[src/rtl/pse_pkg.sv]
// Shared types, codes and symbol helpers for the postfix stack evaluator.
package pse_pkg;

	localparam int DATA_W      = 32;
	localparam int NUM_LETTERS = 52;
	localparam int SLOT_W      = 6;
	localparam int DEF_STACK_DEPTH = 64;

	localparam logic [7:0] SYM_PLUS  = 8'h2B;
	localparam logic [7:0] SYM_MINUS = 8'h2D;
	localparam logic [7:0] SYM_STAR  = 8'h2A;
	localparam logic [7:0] SYM_SLASH = 8'h2F;
	localparam logic [7:0] SYM_CARET = 8'h5E;
	localparam logic [7:0] SYM_LO_A  = 8'h61;
	localparam logic [7:0] SYM_LO_Z  = 8'h7A;
	localparam logic [7:0] SYM_UP_A  = 8'h41;
	localparam logic [7:0] SYM_UP_Z  = 8'h5A;

	typedef enum logic [1:0] {
		OP_BIND  = 2'd0,
		OP_EVAL  = 2'd1,
		OP_CLEAR = 2'd2,
		OP_NOP   = 2'd3
	} opcode_t;

	typedef enum logic [2:0] {
		ST_OK      = 3'd0,
		ST_UNDER   = 3'd1,
		ST_OVER    = 3'd2,
		ST_DIVZ    = 3'd3,
		ST_UNBOUND = 3'd4
	} status_t;

	typedef enum logic [2:0] {
		S_IDLE,
		S_EXEC,
		S_WAIT_MUL,
		S_WAIT_DIV,
		S_POW,
		S_POW_WAIT,
		S_DONE
	} state_t;

	typedef struct packed {
		logic busy;
		logic done;
	} unit_stat_t;

	function automatic logic is_letter(input logic [7:0] c);
		return ((c >= SYM_LO_A) && (c <= SYM_LO_Z)) || ((c >= SYM_UP_A) && (c <= SYM_UP_Z));
	endfunction

	function automatic logic [SLOT_W-1:0] letter_slot(input logic [7:0] c);
		logic [7:0] s;
		if (c >= SYM_LO_A) begin
			s = c - SYM_LO_A;
		end else begin
			s = c - SYM_UP_A + 8'd26;
		end
		return s[SLOT_W-1:0];
	endfunction

	function automatic logic is_operator(input logic [7:0] c);
		return (c == SYM_PLUS) || (c == SYM_MINUS) || (c == SYM_STAR) ||
		       (c == SYM_SLASH) || (c == SYM_CARET);
	endfunction

endpackage

[src/rtl/pse_mul.sv]
// Bit-serial shift-add multiplier, low 32 bits of the product.
module pse_mul import pse_pkg::*; (
	input  logic              clk,
	input  logic              arst_n,
	input  logic              start,
	input  logic [DATA_W-1:0] a,
	input  logic [DATA_W-1:0] b,
	output unit_stat_t        stat,
	output logic [DATA_W-1:0] prod
);

	localparam int CNT_W = $clog2(DATA_W);

	logic [DATA_W-1:0] mcand_q, mplier_q, acc_q;
	logic [CNT_W-1:0]  cnt_q;
	logic              busy_q, done_q;

	always_ff @(posedge clk or negedge arst_n) begin
		if (!arst_n) begin
			busy_q <= 1'b0;
			done_q <= 1'b0;
			cnt_q  <= '0;
		end else if (start) begin
			busy_q <= 1'b1;
			done_q <= 1'b0;
			cnt_q  <= '0;
		end else if (busy_q) begin
			cnt_q <= cnt_q + 1'b1;
			if (cnt_q == CNT_W'(DATA_W - 1)) begin
				busy_q <= 1'b0;
				done_q <= 1'b1;
			end
		end else begin
			done_q <= 1'b0;
		end
	end

	always_ff @(posedge clk) begin
		if (start) begin
			mcand_q  <= a;
			mplier_q <= b;
			acc_q    <= '0;
		end else if (busy_q) begin
			acc_q    <= acc_q + (mplier_q[0] ? mcand_q : '0);
			mcand_q  <= {mcand_q[DATA_W-2:0], 1'b0};
			mplier_q <= {1'b0, mplier_q[DATA_W-1:1]};
		end
	end

	assign stat.busy = busy_q;
	assign stat.done = done_q;
	assign prod      = acc_q;

endmodule

[config.mk]
export PLATFORM = sky130hd
export DESIGN_NAME = pse_mul
export DESIGN_NICKNAME = d
export VERILOG_FILES = /design/src/rtl/pse_pkg.sv /design/src/rtl/pse_mul.sv
export SDC_FILE = /design/constraint.sdc
export NUM_CORES = 1
export LEC_CHECK = 0
export ABC_AREA = 0
export CAP_MARGIN = 20
export CORE_UTILIZATION = 60
export DETAILED_ROUTE_END_ITERATION = 10
export DONT_BUFFER_PORTS = 1
export PLACE_DENSITY = 0.76
export SLEW_MARGIN = 20
export SYNTH_ARGS = -nofsm -noshare
export SYNTH_HDL_FRONTEND = slang
export SYNTH_SLANG_ARGS = --single-unit
[constraint.sdc]
create_clock -name clk -period 3.3 [get_ports clk]
set_clock_uncertainty 0.05 [all_clocks]
set_input_delay 0.165 -clock clk [delete_from_list [all_inputs] [get_ports clk]]
set_output_delay 0.165 -clock clk [all_outputs]
set_load 0.02 [all_outputs]
Yosys cells after proc, flatten, opt, wreduce, memory -nomap -nowiden
Index checks and enable logic that the tools add are counted.
{"block": "totals", "reg_bits": 103, "out_inout_bits": 34, "word_cells": 24, "in_bits": 67}
{"block": "classes", "reduce_logical": 1, "n_mux": 13, "n_addsub": 2, "eq_ne": 2}
{"cell": "32-bit two-way mux", "count": 5}
{"cell": "32-bit adder", "count": 1}
{"cell": "5-bit two-way mux", "count": 2}
{"cell": "1-bit two-way mux", "count": 6}
{"cell": "5-bit by 1-bit adder with 5-bit output, second input constant", "count": 1}
{"cell": "5-bit == test, second input constant", "count": 1}
{"cell": "3-bit by 2-bit != test with 1-bit output, second input constant", "count": 1}
{"cell": "2-bit nonzero test", "count": 1}

Depth between registers and ports, before layout
{"block": "depth", "depth_word": 4, "depth_mapped": 12}

Worst setup path before layout
Ideal clock, no wire load.
{"block": "synth_timing", "path_kind": "register to register", "start": "reg mplier_q[0]", "end": "reg acc_q[31], in the netlist prod[31]", "t_arrival_ns": 2.653, "setup_slack_ns": 0.474, "period_less_slack_ns": 2.826, "stages_incl_launch_ff": 12, "cell_sequence": "edfxtp_1 -> clkbuf_1 -> and2_1 -> ha_1 -> nand2_2 -> o31ai_4 -> o2111ai_4 -> o21ai_4 -> a21oi_2 -> a211oi_2 -> mux2i_1 -> mux2_1"}
{"block": "synth_via", "elab_chain_len": 2}
{"element": "from (decl)", "line_no": "pse_mul.sv:14", "source": "logic [DATA_W-1:0] mcand_q, mplier_q, acc_q;"}
{"element": "from (signal assigned)", "line_no": "pse_mul.sv:46", "source": "mplier_q <= {1'b0, mplier_q[DATA_W-1:1]};"}
{"element": "32-bit two-way mux", "line_no": "pse_mul.sv:44", "source": "acc_q <= acc_q + (mplier_q[0] ? mcand_q : '0);"}
{"element": "32-bit adder", "line_no": "pse_mul.sv:44"}
{"element": "to (signal assigned)", "line_no": "pse_mul.sv:44"}
{"element": "to (decl)", "line_no": "pse_mul.sv:14"}
Every way passes these cells.
A chain may end at the register's enable or synchronous reset.

Final worst setup path
{"block": "layout_timing", "start": "reg mplier_q[0]", "end": "reg acc_q[15], in the netlist prod[15]"}
Same word-level chain as after synthesis.

==> impl_metrics.json <==
{
  "status": "finished clean",
  "syn_area_per_cell_um2": 11.3,
  "synth_cell_types": 68,
  "drive_above_1_share_pct": 18.7,
  "rsz0062_at_grt": "no",
  "end_kind": "register",
  "track_usage_pct": 26.6,
  "synth_nets": 623,
  "hp-start": "start",
  "syn_inst": 522,
  "layout_commonest_cell": "dlygate4sd3_1",
  "cts_sinks": 103,
  "vias_per_cell": 5.74,
  "grt_pass1_wl_mm": 20.9,
  "drt-total-wl_mm": 12.9,
  "synth.area.top_cells": "edfxtp_1 (33%), mux2_2 (12%), dfxtp_1 (11%)",
  "placed_area_um2": 6000,
  "path_cells": "buf_4 -> and2_1 -> ha_1 -> a211oi_1 -> o31ai_4 -> o2111ai_4 -> a21boi_1 -> o21a_1 -> o221ai_1 -> mux2_2 -> a21oi_1",
  "dr_total_vias": 4130,
  "cap_violations": 0,
  "startpoint_type": "register",
  "r2r-start": "mplier_q[0]",
  "rows": 35,
  "fin_setup_tns_ps": 0,
  "async_reset_ff_share_pct": 6.80,
  "worst_ep_required_time_ps": 3540,
  "cellPowerDensity_nw_per_um2": 538,
  "synth_edf_count": 64,
  "post-place-ws_ps": 140,
  "critPathBufInv": 1,
  "crit_arrival_ps": 3330,
  "yosys_warnings": 0,
  "dpl.hpwl_mm": 8.13,
  "place_congestion": 0.898,
  "crit_family": "compound AO/OA/AOI/OAI gates",
  "min_period_ps": 3090,
  "ys_seq_elements": 103,
  "max_freq_mhz": 324,
  "slowest_stage": "a211oi_1",
  "finalNonFillerCells": 719,
  "postSynth.topFlopCell": "edfxtp_1",
  "synth_top_cell_area_share_pct": 32.5,
  "hold_violations": 0,
  "synth_seq_area_share_pct": 46.3,
  "finalCritPeriodShare_pct": 93.5,
  "max_stage_delay_ps": 420,
  "final_antenna_net_count": 0,
  "dp.cells": 634,
  "cts_htree_levels": 3,
  "crit_type": "register to register",
  "cts.clk_slew.worst_paths_ps": 110,
  "gr-total-overflow": 0,
  "drt_first_pass_iters": 4,
  "final_nets": 685,
  "hold_path_class": "input pin to register",
  "die_area_um2": 10200,
  "core_um2": 9370,
  "cts_made_buffers": 9,
  "areaGrowthSynthToFinish_pct": 16.8,
  "ir_drop_uv": 295,
  "start_util_pct": 63.1,
  "final_area_um2": 6900,
  "design.portCount": 101,
  "numPortBuffers": 0,
  "setup_viol": 0,
  "final_max_slew_viol_count": 0,
  "die_y_um": 101,
  "worstSkewPairLatency_ps": 370,
  "synth.cell_area_um2": 5910,
  "tightest_slew_ps": 601,
  "synth_top_area_cell": "edfxtp_1",
  "crit_path_start": "mplier_q[0]",
  "max_slew_margin_pct": 59.9,
  "fill_cells": 679,
  "grt_start_max_net_pins": 95,
  "drt_iter0_markers": 231,
  "wire_per_inst_um": 18.0,
  "cp_max_fo": 15,
  "cts_tree": "yes",
  "final_cell_mix": "dlygate4sd3_1 (66), edfxtp_1 (64), mux2_2 (63)",
  "power.leakage_nw": 2.90,
  "grt_pass1_vias": 4325,
  "drcViolationCount": 0,
  "antenna_found_initial": 1,
  "setup_slack_ps": 214,
  "clk_path_buf_depth": 2,
  "clockRootBuffer": "clkbuf_8",
  "die_w_um": 101
}
registers in the layout, indices dropped and copies added (netlist names):
name	cells
busy_q	1
mplier_q	32
mcand_q	32
prod	32
cnt_q	5
done_q	1
timing repair:
item                                    CTS  global route
resized for setup                         0             3
buffers inserted                          0             1
endpoints found under the hold margin   100             0
endpoints found under the setup margin    0             8
hold buffers                             67             0
path summary, 6_finish.rpt:
kind	to	slack, ps	cells past startpoint
worst max-delay path	prod[15]	210	11
worst min-delay path	prod[24]	30	2
worst max register to register	prod[15]	210	11
worst min register to register	cnt_q[3]	510	2
max in group asynchronous	busy_q	2880	1
min in group asynchronous	cnt_q[2]	60	1
per-layer routing:
metal	vias to the layer above	global-route usage [%]	share of wire, %
met2	113	48.1	51
met4	0	6.58	0.97
met5	-	0	0
met1	1962	31.6	42
li1	2042	-	-
met3	13	6.97	5.7
through the flow:
stage               utilization, %  hold WS (ps)  power [W]
finish                        73.6          27.7    0.00371
global route                  73.6          28.0    0.00391
global placement              64.1          -180    0.00282
CTS                           73.4          14.4    0.00370
detailed placement            64.1          -180    0.00286
floorplan                        -          -181    0.00265
cell usage after synthesis, drive strengths merged, types with 2 or more instances:
cell type,instances
o31ai,3
a31oi,5
and2b,2
xor2,10
o311ai,2
a21oi,25
nor2,45
dfxtp,32
o21bai,3
edfxtp,64
buf,4
nand4,2
a21boi,2
nand2,30
nor4,2
a31o,2
and4,2
clkbuf,18
and2,35
xnor2,15
o21ai,22
a21o,16
and3,6
ha,33
dfrtp,7
o22ai,3
inv,7
nand3b,2
nand2b,7
mux2i,17
mux2,64
a211oi,11
nor2b,5
logic make-up (layout without fill, tap and decap cells):
logic type / Yosys count / after routing / synth area share [%]
other: 0 / 1 / 0
adder cells (fa/ha/maj): 34 / 34 / 7.33
AND/OR/NAND/NOR: 147 / 147 / 12.9
buffers and inverters: 29 / 96 / 2.46
XOR/XNOR: 25 / 25 / 3.71
AO/OA/AOI/OAI: 103 / 103 / 12.2
flip-flops: 103 / 103 / 46.3
multiplexers: 81 / 81 / 15.1
cell type report:
type / instances / area (µm²) / area share, %
Timing Repair Buffer: 73 / 746 / 10.8
Multi-Input combinational cell: 390 / 3040 / 44.0
Antenna cell: 1 / 2.50 / 0.0363
Sequential cell: 103 / 2740 / 39.7
Clock inverter: 7 / 62.6 / 0.907
Inverter: 7 / 26.3 / 0.381
Clock buffer: 9 / 124 / 1.80
Tap cell: 129 / 161 / 2.34
report_power, final:
part	switching, W	internal (W)	leakage [nW]
Sequential	0.000286	0.00157	1.04
Clock	0.000472	0.000292	0.0932
Combinational	0.000568	0.000527	1.77
Total	0.00133	0.00239	2.90
Note: power is estimated with default switching activity, not from simulation.
