--- src/rtl/pse_pkg.sv ---
// Shared types, codes and symbol helpers for the postfix stack evaluator.
package pse_pkg;

	localparam int DATA_W      = 32;
	localparam int NUM_LETTERS = 52;
	localparam int SLOT_W      = 6;
	localparam int DEF_STACK_DEPTH = 64;

	localparam logic [7:0] SYM_PLUS  = 8'h2B;
	localparam logic [7:0] SYM_MINUS = 8'h2D;
	localparam logic [7:0] SYM_STAR  = 8'h2A;
	localparam logic [7:0] SYM_SLASH = 8'h2F;
	localparam logic [7:0] SYM_CARET = 8'h5E;
	localparam logic [7:0] SYM_LO_A  = 8'h61;
	localparam logic [7:0] SYM_LO_Z  = 8'h7A;
	localparam logic [7:0] SYM_UP_A  = 8'h41;
	localparam logic [7:0] SYM_UP_Z  = 8'h5A;

	typedef enum logic [1:0] {
		OP_BIND  = 2'd0,
		OP_EVAL  = 2'd1,
		OP_CLEAR = 2'd2,
		OP_NOP   = 2'd3
	} opcode_t;

	typedef enum logic [2:0] {
		ST_OK      = 3'd0,
		ST_UNDER   = 3'd1,
		ST_OVER    = 3'd2,
		ST_DIVZ    = 3'd3,
		ST_UNBOUND = 3'd4
	} status_t;

	typedef enum logic [2:0] {
		S_IDLE,
		S_EXEC,
		S_WAIT_MUL,
		S_WAIT_DIV,
		S_POW,
		S_POW_WAIT,
		S_DONE
	} state_t;

	typedef struct packed {
		logic busy;
		logic done;
	} unit_stat_t;

	function automatic logic is_letter(input logic [7:0] c);
		return ((c >= SYM_LO_A) && (c <= SYM_LO_Z)) || ((c >= SYM_UP_A) && (c <= SYM_UP_Z));
	endfunction

	function automatic logic [SLOT_W-1:0] letter_slot(input logic [7:0] c);
		logic [7:0] s;
		if (c >= SYM_LO_A) begin
			s = c - SYM_LO_A;
		end else begin
			s = c - SYM_UP_A + 8'd26;
		end
		return s[SLOT_W-1:0];
	endfunction

	function automatic logic is_operator(input logic [7:0] c);
		return (c == SYM_PLUS) || (c == SYM_MINUS) || (c == SYM_STAR) ||
		       (c == SYM_SLASH) || (c == SYM_CARET);
	endfunction

endpackage

--- src/rtl/pse_div.sv ---
// Bit-serial restoring divider on unsigned magnitudes.
module pse_div import pse_pkg::*; (
	input  logic              clk,
	input  logic              arst_n,
	input  logic              start,
	input  logic [DATA_W-1:0] num,
	input  logic [DATA_W-1:0] den,
	output unit_stat_t        stat,
	output logic [DATA_W-1:0] quo
);

	localparam int CNT_W = $clog2(DATA_W);

	logic [DATA_W-1:0] rem_q, quo_q, den_q;
	logic [CNT_W-1:0]  cnt_q;
	logic              busy_q, done_q;
	logic [DATA_W:0]   shifted, diff;

	assign shifted = {rem_q, quo_q[DATA_W-1]};
	assign diff    = shifted - {1'b0, den_q};

	always_ff @(posedge clk or negedge arst_n) begin
		if (!arst_n) begin
			busy_q <= 1'b0;
			done_q <= 1'b0;
			cnt_q  <= '0;
		end else if (start) begin
			busy_q <= 1'b1;
			done_q <= 1'b0;
			cnt_q  <= '0;
		end else if (busy_q) begin
			cnt_q <= cnt_q + 1'b1;
			if (cnt_q == CNT_W'(DATA_W - 1)) begin
				busy_q <= 1'b0;
				done_q <= 1'b1;
			end
		end else begin
			done_q <= 1'b0;
		end
	end

	always_ff @(posedge clk) begin
		if (start) begin
			rem_q <= '0;
			quo_q <= num;
			den_q <= den;
		end else if (busy_q) begin
			if (!diff[DATA_W]) begin
				rem_q <= diff[DATA_W-1:0];
				quo_q <= {quo_q[DATA_W-2:0], 1'b1};
			end else begin
				rem_q <= shifted[DATA_W-1:0];
				quo_q <= {quo_q[DATA_W-2:0], 1'b0};
			end
		end
	end

	assign stat.busy = busy_q;
	assign stat.done = done_q;
	assign quo       = quo_q;

endmodule

--- config.mk ---
export PLATFORM = sky130hd
export DESIGN_NAME = pse_div
export DESIGN_NICKNAME = d
export VERILOG_FILES = /design/src/rtl/pse_pkg.sv /design/src/rtl/pse_div.sv
export SDC_FILE = /design/constraint.sdc
export NUM_CORES = 1
export LEC_CHECK = 0
export ABC_AREA = 1
export BUFFER_PORTS_ARGS = -buffer_cell sky130_fd_sc_hd__buf_2
export CAP_MARGIN = 10
export CORE_MARGIN = 8
export CORE_UTILIZATION = 58
export DETAILED_ROUTE_END_ITERATION = 16
export HOLD_SLACK_MARGIN = 0.05
export PLACE_DENSITY = 0.89
export SLEW_MARGIN = 10
export SYNTH_ARGS = -nofsm -noshare
export SYNTH_HDL_FRONTEND = slang
export SYNTH_SLANG_ARGS = --single-unit
--- constraint.sdc ---
create_clock -name clk -period 2.7 [get_ports clk]
set_input_delay 0.135 -clock clk [delete_from_list [all_inputs] [get_ports clk]]
set_output_delay 0.135 -clock clk [all_outputs]
set_load 0.01 [all_outputs]
# Yosys cells after proc, flatten, opt, wreduce, memory -nomap -nowiden
# Cells that the tools add are included.
[word_totals]
mem_bits_ro = 0
memories = 0
latchBits = 0
in_bits = 67
regBits = 103
elab_cells = 23
ramBits = 0
[op_classes]
n_eq_ne = 2
n_shift = 0
n_reduce_logical = 1
add_sub_neg = 2
n_mul = 0
div = 0
n_bitwise = 0
mux = 12
n_lt_le_gt_ge = 0
[ops]
columns = ["operator", "count"]
rows = [
  ["32-bit two-way mux", 3],
  ["33-bit by 32-bit subtractor with 33-bit output", 1],
  ["5-bit two-way mux", 2],
  ["1-bit two-way mux", 7],
  ["5-bit by 1-bit adder with 5-bit output, second input constant", 1],
  ["5-bit == test, second input constant", 1],
  ["3-bit by 2-bit != test with 1-bit output, second input constant", 1],
  ["2-bit nonzero test", 1],
]

# Logic depth before layout (Yosys ltp)
[depth]
word_depth = 4
depth_mapped = 18
mapped_depth_nobuf = 17

# Worst setup path after synthesis
# No wires, ideal clock.
[synth_path]
kind = "register to register"
from = "register quo_q[31], in the netlist quo[31]"
to = "register quo_q[0], in the netlist quo[0], data pin"
path_slack_ns = 0.378
path_buffers = 1
path_stages_with_launch = 17
arrival_ns = 2.053
setup_ns = 0.269
path_cell_list = "edfxtp_1 > inv_1 > ha_1 > fa_1 > inv_1 > nand2_1 > nand2_1 > nand3_1 > nand2_2 > nand2_1 > nand2_1 > nand2_2 > nand2_2 > nand2_2 > nand2_4 > buf_6 > o21ai_0"
[synth_via]
elab_chain_cells = 4
[synth_lines]
columns = ["item", "line", "source"]
rows = [
  ["from (decl)", "pse_div.sv:14", "logic [DATA_W-1:0] rem_q, quo_q, den_q;"],
  ["from (signal assigned)", "pse_div.sv:45", "quo_q <= num;"],
  ["from (signal assigned)", "pse_div.sv:50", "quo_q <= {quo_q[DATA_W-2:0], 1'b1};"],
  ["from (signal assigned)", "pse_div.sv:53", "quo_q <= {quo_q[DATA_W-2:0], 1'b0};"],
  ["33-bit by 32-bit subtractor with 33-bit output", "pse_div.sv:20", "assign diff = shifted - {1'b0, den_q};"],
  ["1-bit two-way mux", "pse_div.sv:48", "if (!diff[DATA_W]) begin"],
  ["32-bit two-way mux", "pse_div.sv:47", "end else if (busy_q) begin"],
  ["32-bit two-way mux", "pse_div.sv:43", "if (start) begin"],
]
# No other way between the ends. The select of a mux whose other input is x is not followed.
# A chain may end at the register's enable or synchronous reset.

# Worst setup path in the final report
# Ends and elaborated chain as after synthesis.

==> results.py <==
metrics = {
    "finish": {
        "n_antenna_cell": 0,
        "syn2layout_area_growth_pct": 21.41,
        "post_route_cells_drive_above_1_share": 0.1235,
        "final_core_util": 0.7118,
        "non_filler_cell_area_final_mm2": 0.008407,
        "finalNetCount": 1287,
    },
    "grt": {
        "first_pass_grt_wire_length_um": 32090,
        "gr_overflow_total": 0,
        "number_of_global_route_vias_before_repair": 6750,
        "antenna_found_initial": 0,
        "track_usage": 0.2510,
        "largest_net_degree_at_the_start_of_global_routing": 60,
    },
    "logic_synthesis": {
        "synth.avg_cell_area_um2": 6.716,
        "netlist_area_mm2": 0.006924,
        "yosysWarningCount": 0,
        "synth_top_area_share": 0.2776,
        "yosys.cell_types.count": 37,
        "synth_seq_area_share": 0.3954,
        "synth-seq-cells": 103,
        "synth_area_leader_cell": "sky130_fd_sc_hd__edfxtp_1",
        "largest_cells_by_area_after_synthesis": "sky130_fd_sc_hd__edfxtp_1 (28%), sky130_fd_sc_hd__nand2_1 (25%), sky130_fd_sc_hd__inv_1 (11%), sky130_fd_sc_hd__dfxtp_1 (9.3%), sky130_fd_sc_hd__ha_1 (6.1%)",
        "synth_nets": 1133,
        "synthesis.instances": 1031,
    },
    "routing": {
        "drt_pre_antenna_iters": 5,
        "detail_route.iter0.violations": 524,
        "wl_per_cell_um": 14.48,
        "postRouteAntennaNets": 0,
        "drt_wl_total_um": 19370,
        "drcViolationCount": 0,
        "detailroute.via_count": 6740,
        "detail_route.vias_per_cell": 5.041,
    },
    "run_status": {
        "outcome": "complete, no violations",
    },
    "clock_tree": {
        "clk_pin_slew_worst_paths_ns": 0.08,
        "worstSkewPairLatency_ns": 0.37,
        "clk_root_buffer_cell": "sky130_fd_sc_hd__clkbuf_16",
        "cts-root-to-sink-buffers": 2,
        "tritoncts": "done",
        "numCtsBuffers": 9,
        "h-tree-depth": 3,
        "numClockSinks": 103,
    },
    "power_and_ir_drop": {
        "leakage_nw": 4.711,
        "irDropWorstVdd_v": 0.0004506,
        "post_layout_power_mw": 3.795,
        "power-per-cell-area_mw_per_mm2": 451.5,
    },
    "sta": {
        "skew_final_ns": 0.02055,
        "timing.fmax_mhz": 401.0,
        "report.final.setup_viol": 0,
        "post-route-period-util": 0.9236,
        "timing_worst_slew_pin_value_ns": 0.9280,
        "final.hold.worst_slack_ns": 0.05008,
        "timing.final.max_slew_violations": 0,
        "hold_viol": 0,
        "totalNegativeSetupSlack_ns": 0,
        "slew-limit-headroom": 0.3806,
        "fin_crit_ns": 2.494,
        "rsz0062_at_grt": "false",
    },
    "critical_path": {
        "cp-endpoint": "quo[0]",
        "cp_data_arrival_time_ns": 2.58,
        "crit_start": "quo[31]",
        "crit_type": "reg -> reg",
        "setup.reg_to_reg.worst_slack_ns": 0.21,
        "rr_startpoint": "quo[31]",
        "worst_case_reg_to_reg_path_depth": 15,
        "nature_of_the_critical_path_endpoint": "register",
        "regToRegEndpoint": "quo[0]",
        "required_ns": 2.79,
        "setup.worst_path.start_class": "register",
        "cp_max_fo": 33,
    },
    "floorplan": {
        "num_rows": 40,
        "floorplan.core_area_mm2": 0.01181,
        "die-height_um": 125.3,
        "chipWidth_um": 125.3,
        "floorplan.die_area_mm2": 0.01569,
        "num_io_pins": 101,
        "initial_util": 0.5862,
    },
    "place": {
        "detailedPlacementHpwl_um": 13130,
        "place.port_buffers": 100,
        "gpl.final_weighted_congestion": 0.9701,
        "detailed_place.area_mm2": 0.007531,
    },
    "min_path": {
        "holdCritPathClass": "in -> reg",
        "hold_path_depth": 3,
    },
    "flow_run": {
        "max-cap-violations": 0,
    },
}
area by class of cell:
cell class	instances	area [um2]
fillers	933	3405
multi-input cells	693	3262
flip-flops and latches	103	2738
repair buffers	163	1129
inverters	215	807.0
clock buffers	10	229.0
well taps	147	183.9
clock inverters	6	58.81
worst min-delay path by stage:
stage	startpoint	endpoint	slack (ns)
floorplan	arst_n	busy_q	-0.16
global placement	arst_n	cnt_q[3]	-0.02
detailed placement	arst_n	cnt_q[3]	-0.02
CTS	num[15]	quo[15]	0.05
global route	num[21]	quo[21]	0.08
finish	num[21]	quo[21]	0.05
critical path: stages, from the launching register on:
cell and delay, ns:
sky130_fd_sc_hd__edfxtp_1 0.34, sky130_fd_sc_hd__inv_1 0.05, sky130_fd_sc_hd__ha_1 0.22, sky130_fd_sc_hd__fa_1 0.40, sky130_fd_sc_hd__inv_1 0.09, sky130_fd_sc_hd__nand2_1 0.05, sky130_fd_sc_hd__nand2_1 0.10, sky130_fd_sc_hd__nand3_1 0.10
sky130_fd_sc_hd__nand2_2 0.11, sky130_fd_sc_hd__nand2_1 0.05, sky130_fd_sc_hd__nand2_1 0.10, sky130_fd_sc_hd__nand2_2 0.08, sky130_fd_sc_hd__nand2_2 0.10, sky130_fd_sc_hd__nand2_2 0.09, sky130_fd_sc_hd__nand2_8 0.21, sky130_fd_sc_hd__o21ai_0 0.11
per-layer routing:
metal | global-route usage | wire length (um) | up-vias
met1 | 0.2959 | 8218 | 3039
met5 | 0 | 0 | -
met2 | 0.4420 | 9444 | 259
met4 | 0.07307 | 308 | 0
met3 | 0.06247 | 1395 | 27
li1 | - | - | 3415
Yosys cell counts:
cell / count
sky130_fd_sc_hd__nand3_2: 1
sky130_fd_sc_hd__nand2_4: 3
sky130_fd_sc_hd__nor2_2: 5
sky130_fd_sc_hd__dlygate4sd1_1: 1
sky130_fd_sc_hd__nand2_2: 10
sky130_fd_sc_hd__a31oi_1: 1
sky130_fd_sc_hd__a21o_1: 1
sky130_fd_sc_hd__nor3_1: 10
sky130_fd_sc_hd__inv_2: 4
sky130_fd_sc_hd__o21ai_0: 6
sky130_fd_sc_hd__nand3b_1: 1
sky130_fd_sc_hd__xnor2_1: 14
sky130_fd_sc_hd__a21oi_1: 18
sky130_fd_sc_hd__o21bai_1: 1
sky130_fd_sc_hd__o21ai_1: 2
sky130_fd_sc_hd__nand3_1: 58
sky130_fd_sc_hd__and2_1: 5
sky130_fd_sc_hd__and3_1: 1
sky130_fd_sc_hd__dfrtp_1: 7
sky130_fd_sc_hd__clkbuf_1: 10
sky130_fd_sc_hd__dfxtp_1: 32
sky130_fd_sc_hd__ha_1: 34
sky130_fd_sc_hd__buf_6: 3
sky130_fd_sc_hd__nand2_1: 463
sky130_fd_sc_hd__fa_1: 1
sky130_fd_sc_hd__edfxtp_1: 64
sky130_fd_sc_hd__nor4_1: 1
sky130_fd_sc_hd__nand4_1: 5
sky130_fd_sc_hd__inv_1: 211
sky130_fd_sc_hd__a22o_1: 1
sky130_fd_sc_hd__or2_1: 1
sky130_fd_sc_hd__nor2_1: 46
sky130_fd_sc_hd__buf_4: 4
sky130_fd_sc_hd__nor3_2: 1
sky130_fd_sc_hd__buf_8: 2
sky130_fd_sc_hd__xor2_1: 2
sky130_fd_sc_hd__o22ai_1: 1
metrics by stage:
step / setup slack (ns) / instances
floorplan: 0.3782 / 1031
global placement: 0.1977 / 1264
detailed placement: 0.1230 / 1264
CTS: 0.1147 / 1337
global route: 0.02123 / 1337
finish: 0.2064 / 1337
where the power goes:
part           internal, mW  leakage, nW  switching [mW]
logic                 0.257         3.56           0.373
registers              1.78         1.01          0.0546
clock network         0.653        0.139           0.680
total                  2.69         4.71            1.11
kinds of logic after synthesis:
group	Yosys count	synth area share
simple gates	611	0.3592
flops	103	0.3954
compound gates	31	0.02404
buf+inv	235	0.1368
xor+xnor	16	0.02024
fa+ha+maj	35	0.06433
placed cells by master, fill, tap and decap left out, types with 2 or more instances in the layout:
cell type                       instances
sky130_fd_sc_hd__edfxtp_1              64
sky130_fd_sc_hd__dfrtp_1                7
sky130_fd_sc_hd__dlygate4sd3_1         57
sky130_fd_sc_hd__nand2_8                2
sky130_fd_sc_hd__and2_1                 5
sky130_fd_sc_hd__buf_4                  5
sky130_fd_sc_hd__xnor2_1               14
sky130_fd_sc_hd__o21ai_1                2
sky130_fd_sc_hd__xor2_1                 2
sky130_fd_sc_hd__nand2_1              463
sky130_fd_sc_hd__o21ai_0                6
sky130_fd_sc_hd__inv_2                  4
sky130_fd_sc_hd__nor2_2                 7
sky130_fd_sc_hd__nand4_1                5
sky130_fd_sc_hd__a21oi_1               18
sky130_fd_sc_hd__clkbuf_16              9
sky130_fd_sc_hd__nand2_2               10
sky130_fd_sc_hd__inv_8                  3
sky130_fd_sc_hd__dfxtp_1               32
sky130_fd_sc_hd__buf_2                100
sky130_fd_sc_hd__nand3_1               58
sky130_fd_sc_hd__nor2_1                44
sky130_fd_sc_hd__inv_1                211
sky130_fd_sc_hd__nor3_1                10
sky130_fd_sc_hd__ha_1                  34
what timing repair did:
item / in CTS / in global routing
endpoints found under the setup margin: 0 / 31
gates resized for setup: 0 / 2
buffers inserted: 0 / 0
hold buffers: 57 / 0
endpoints found under the hold margin: 63 / 0
sequential cells by signal (all words and copies together), names as in the netlist:
register,count
den_q,32
quo,32
rem_q,32
cnt_q,5
busy_q,1
done_q,1
No activity file was read; power rests on OpenSTA's default activity.
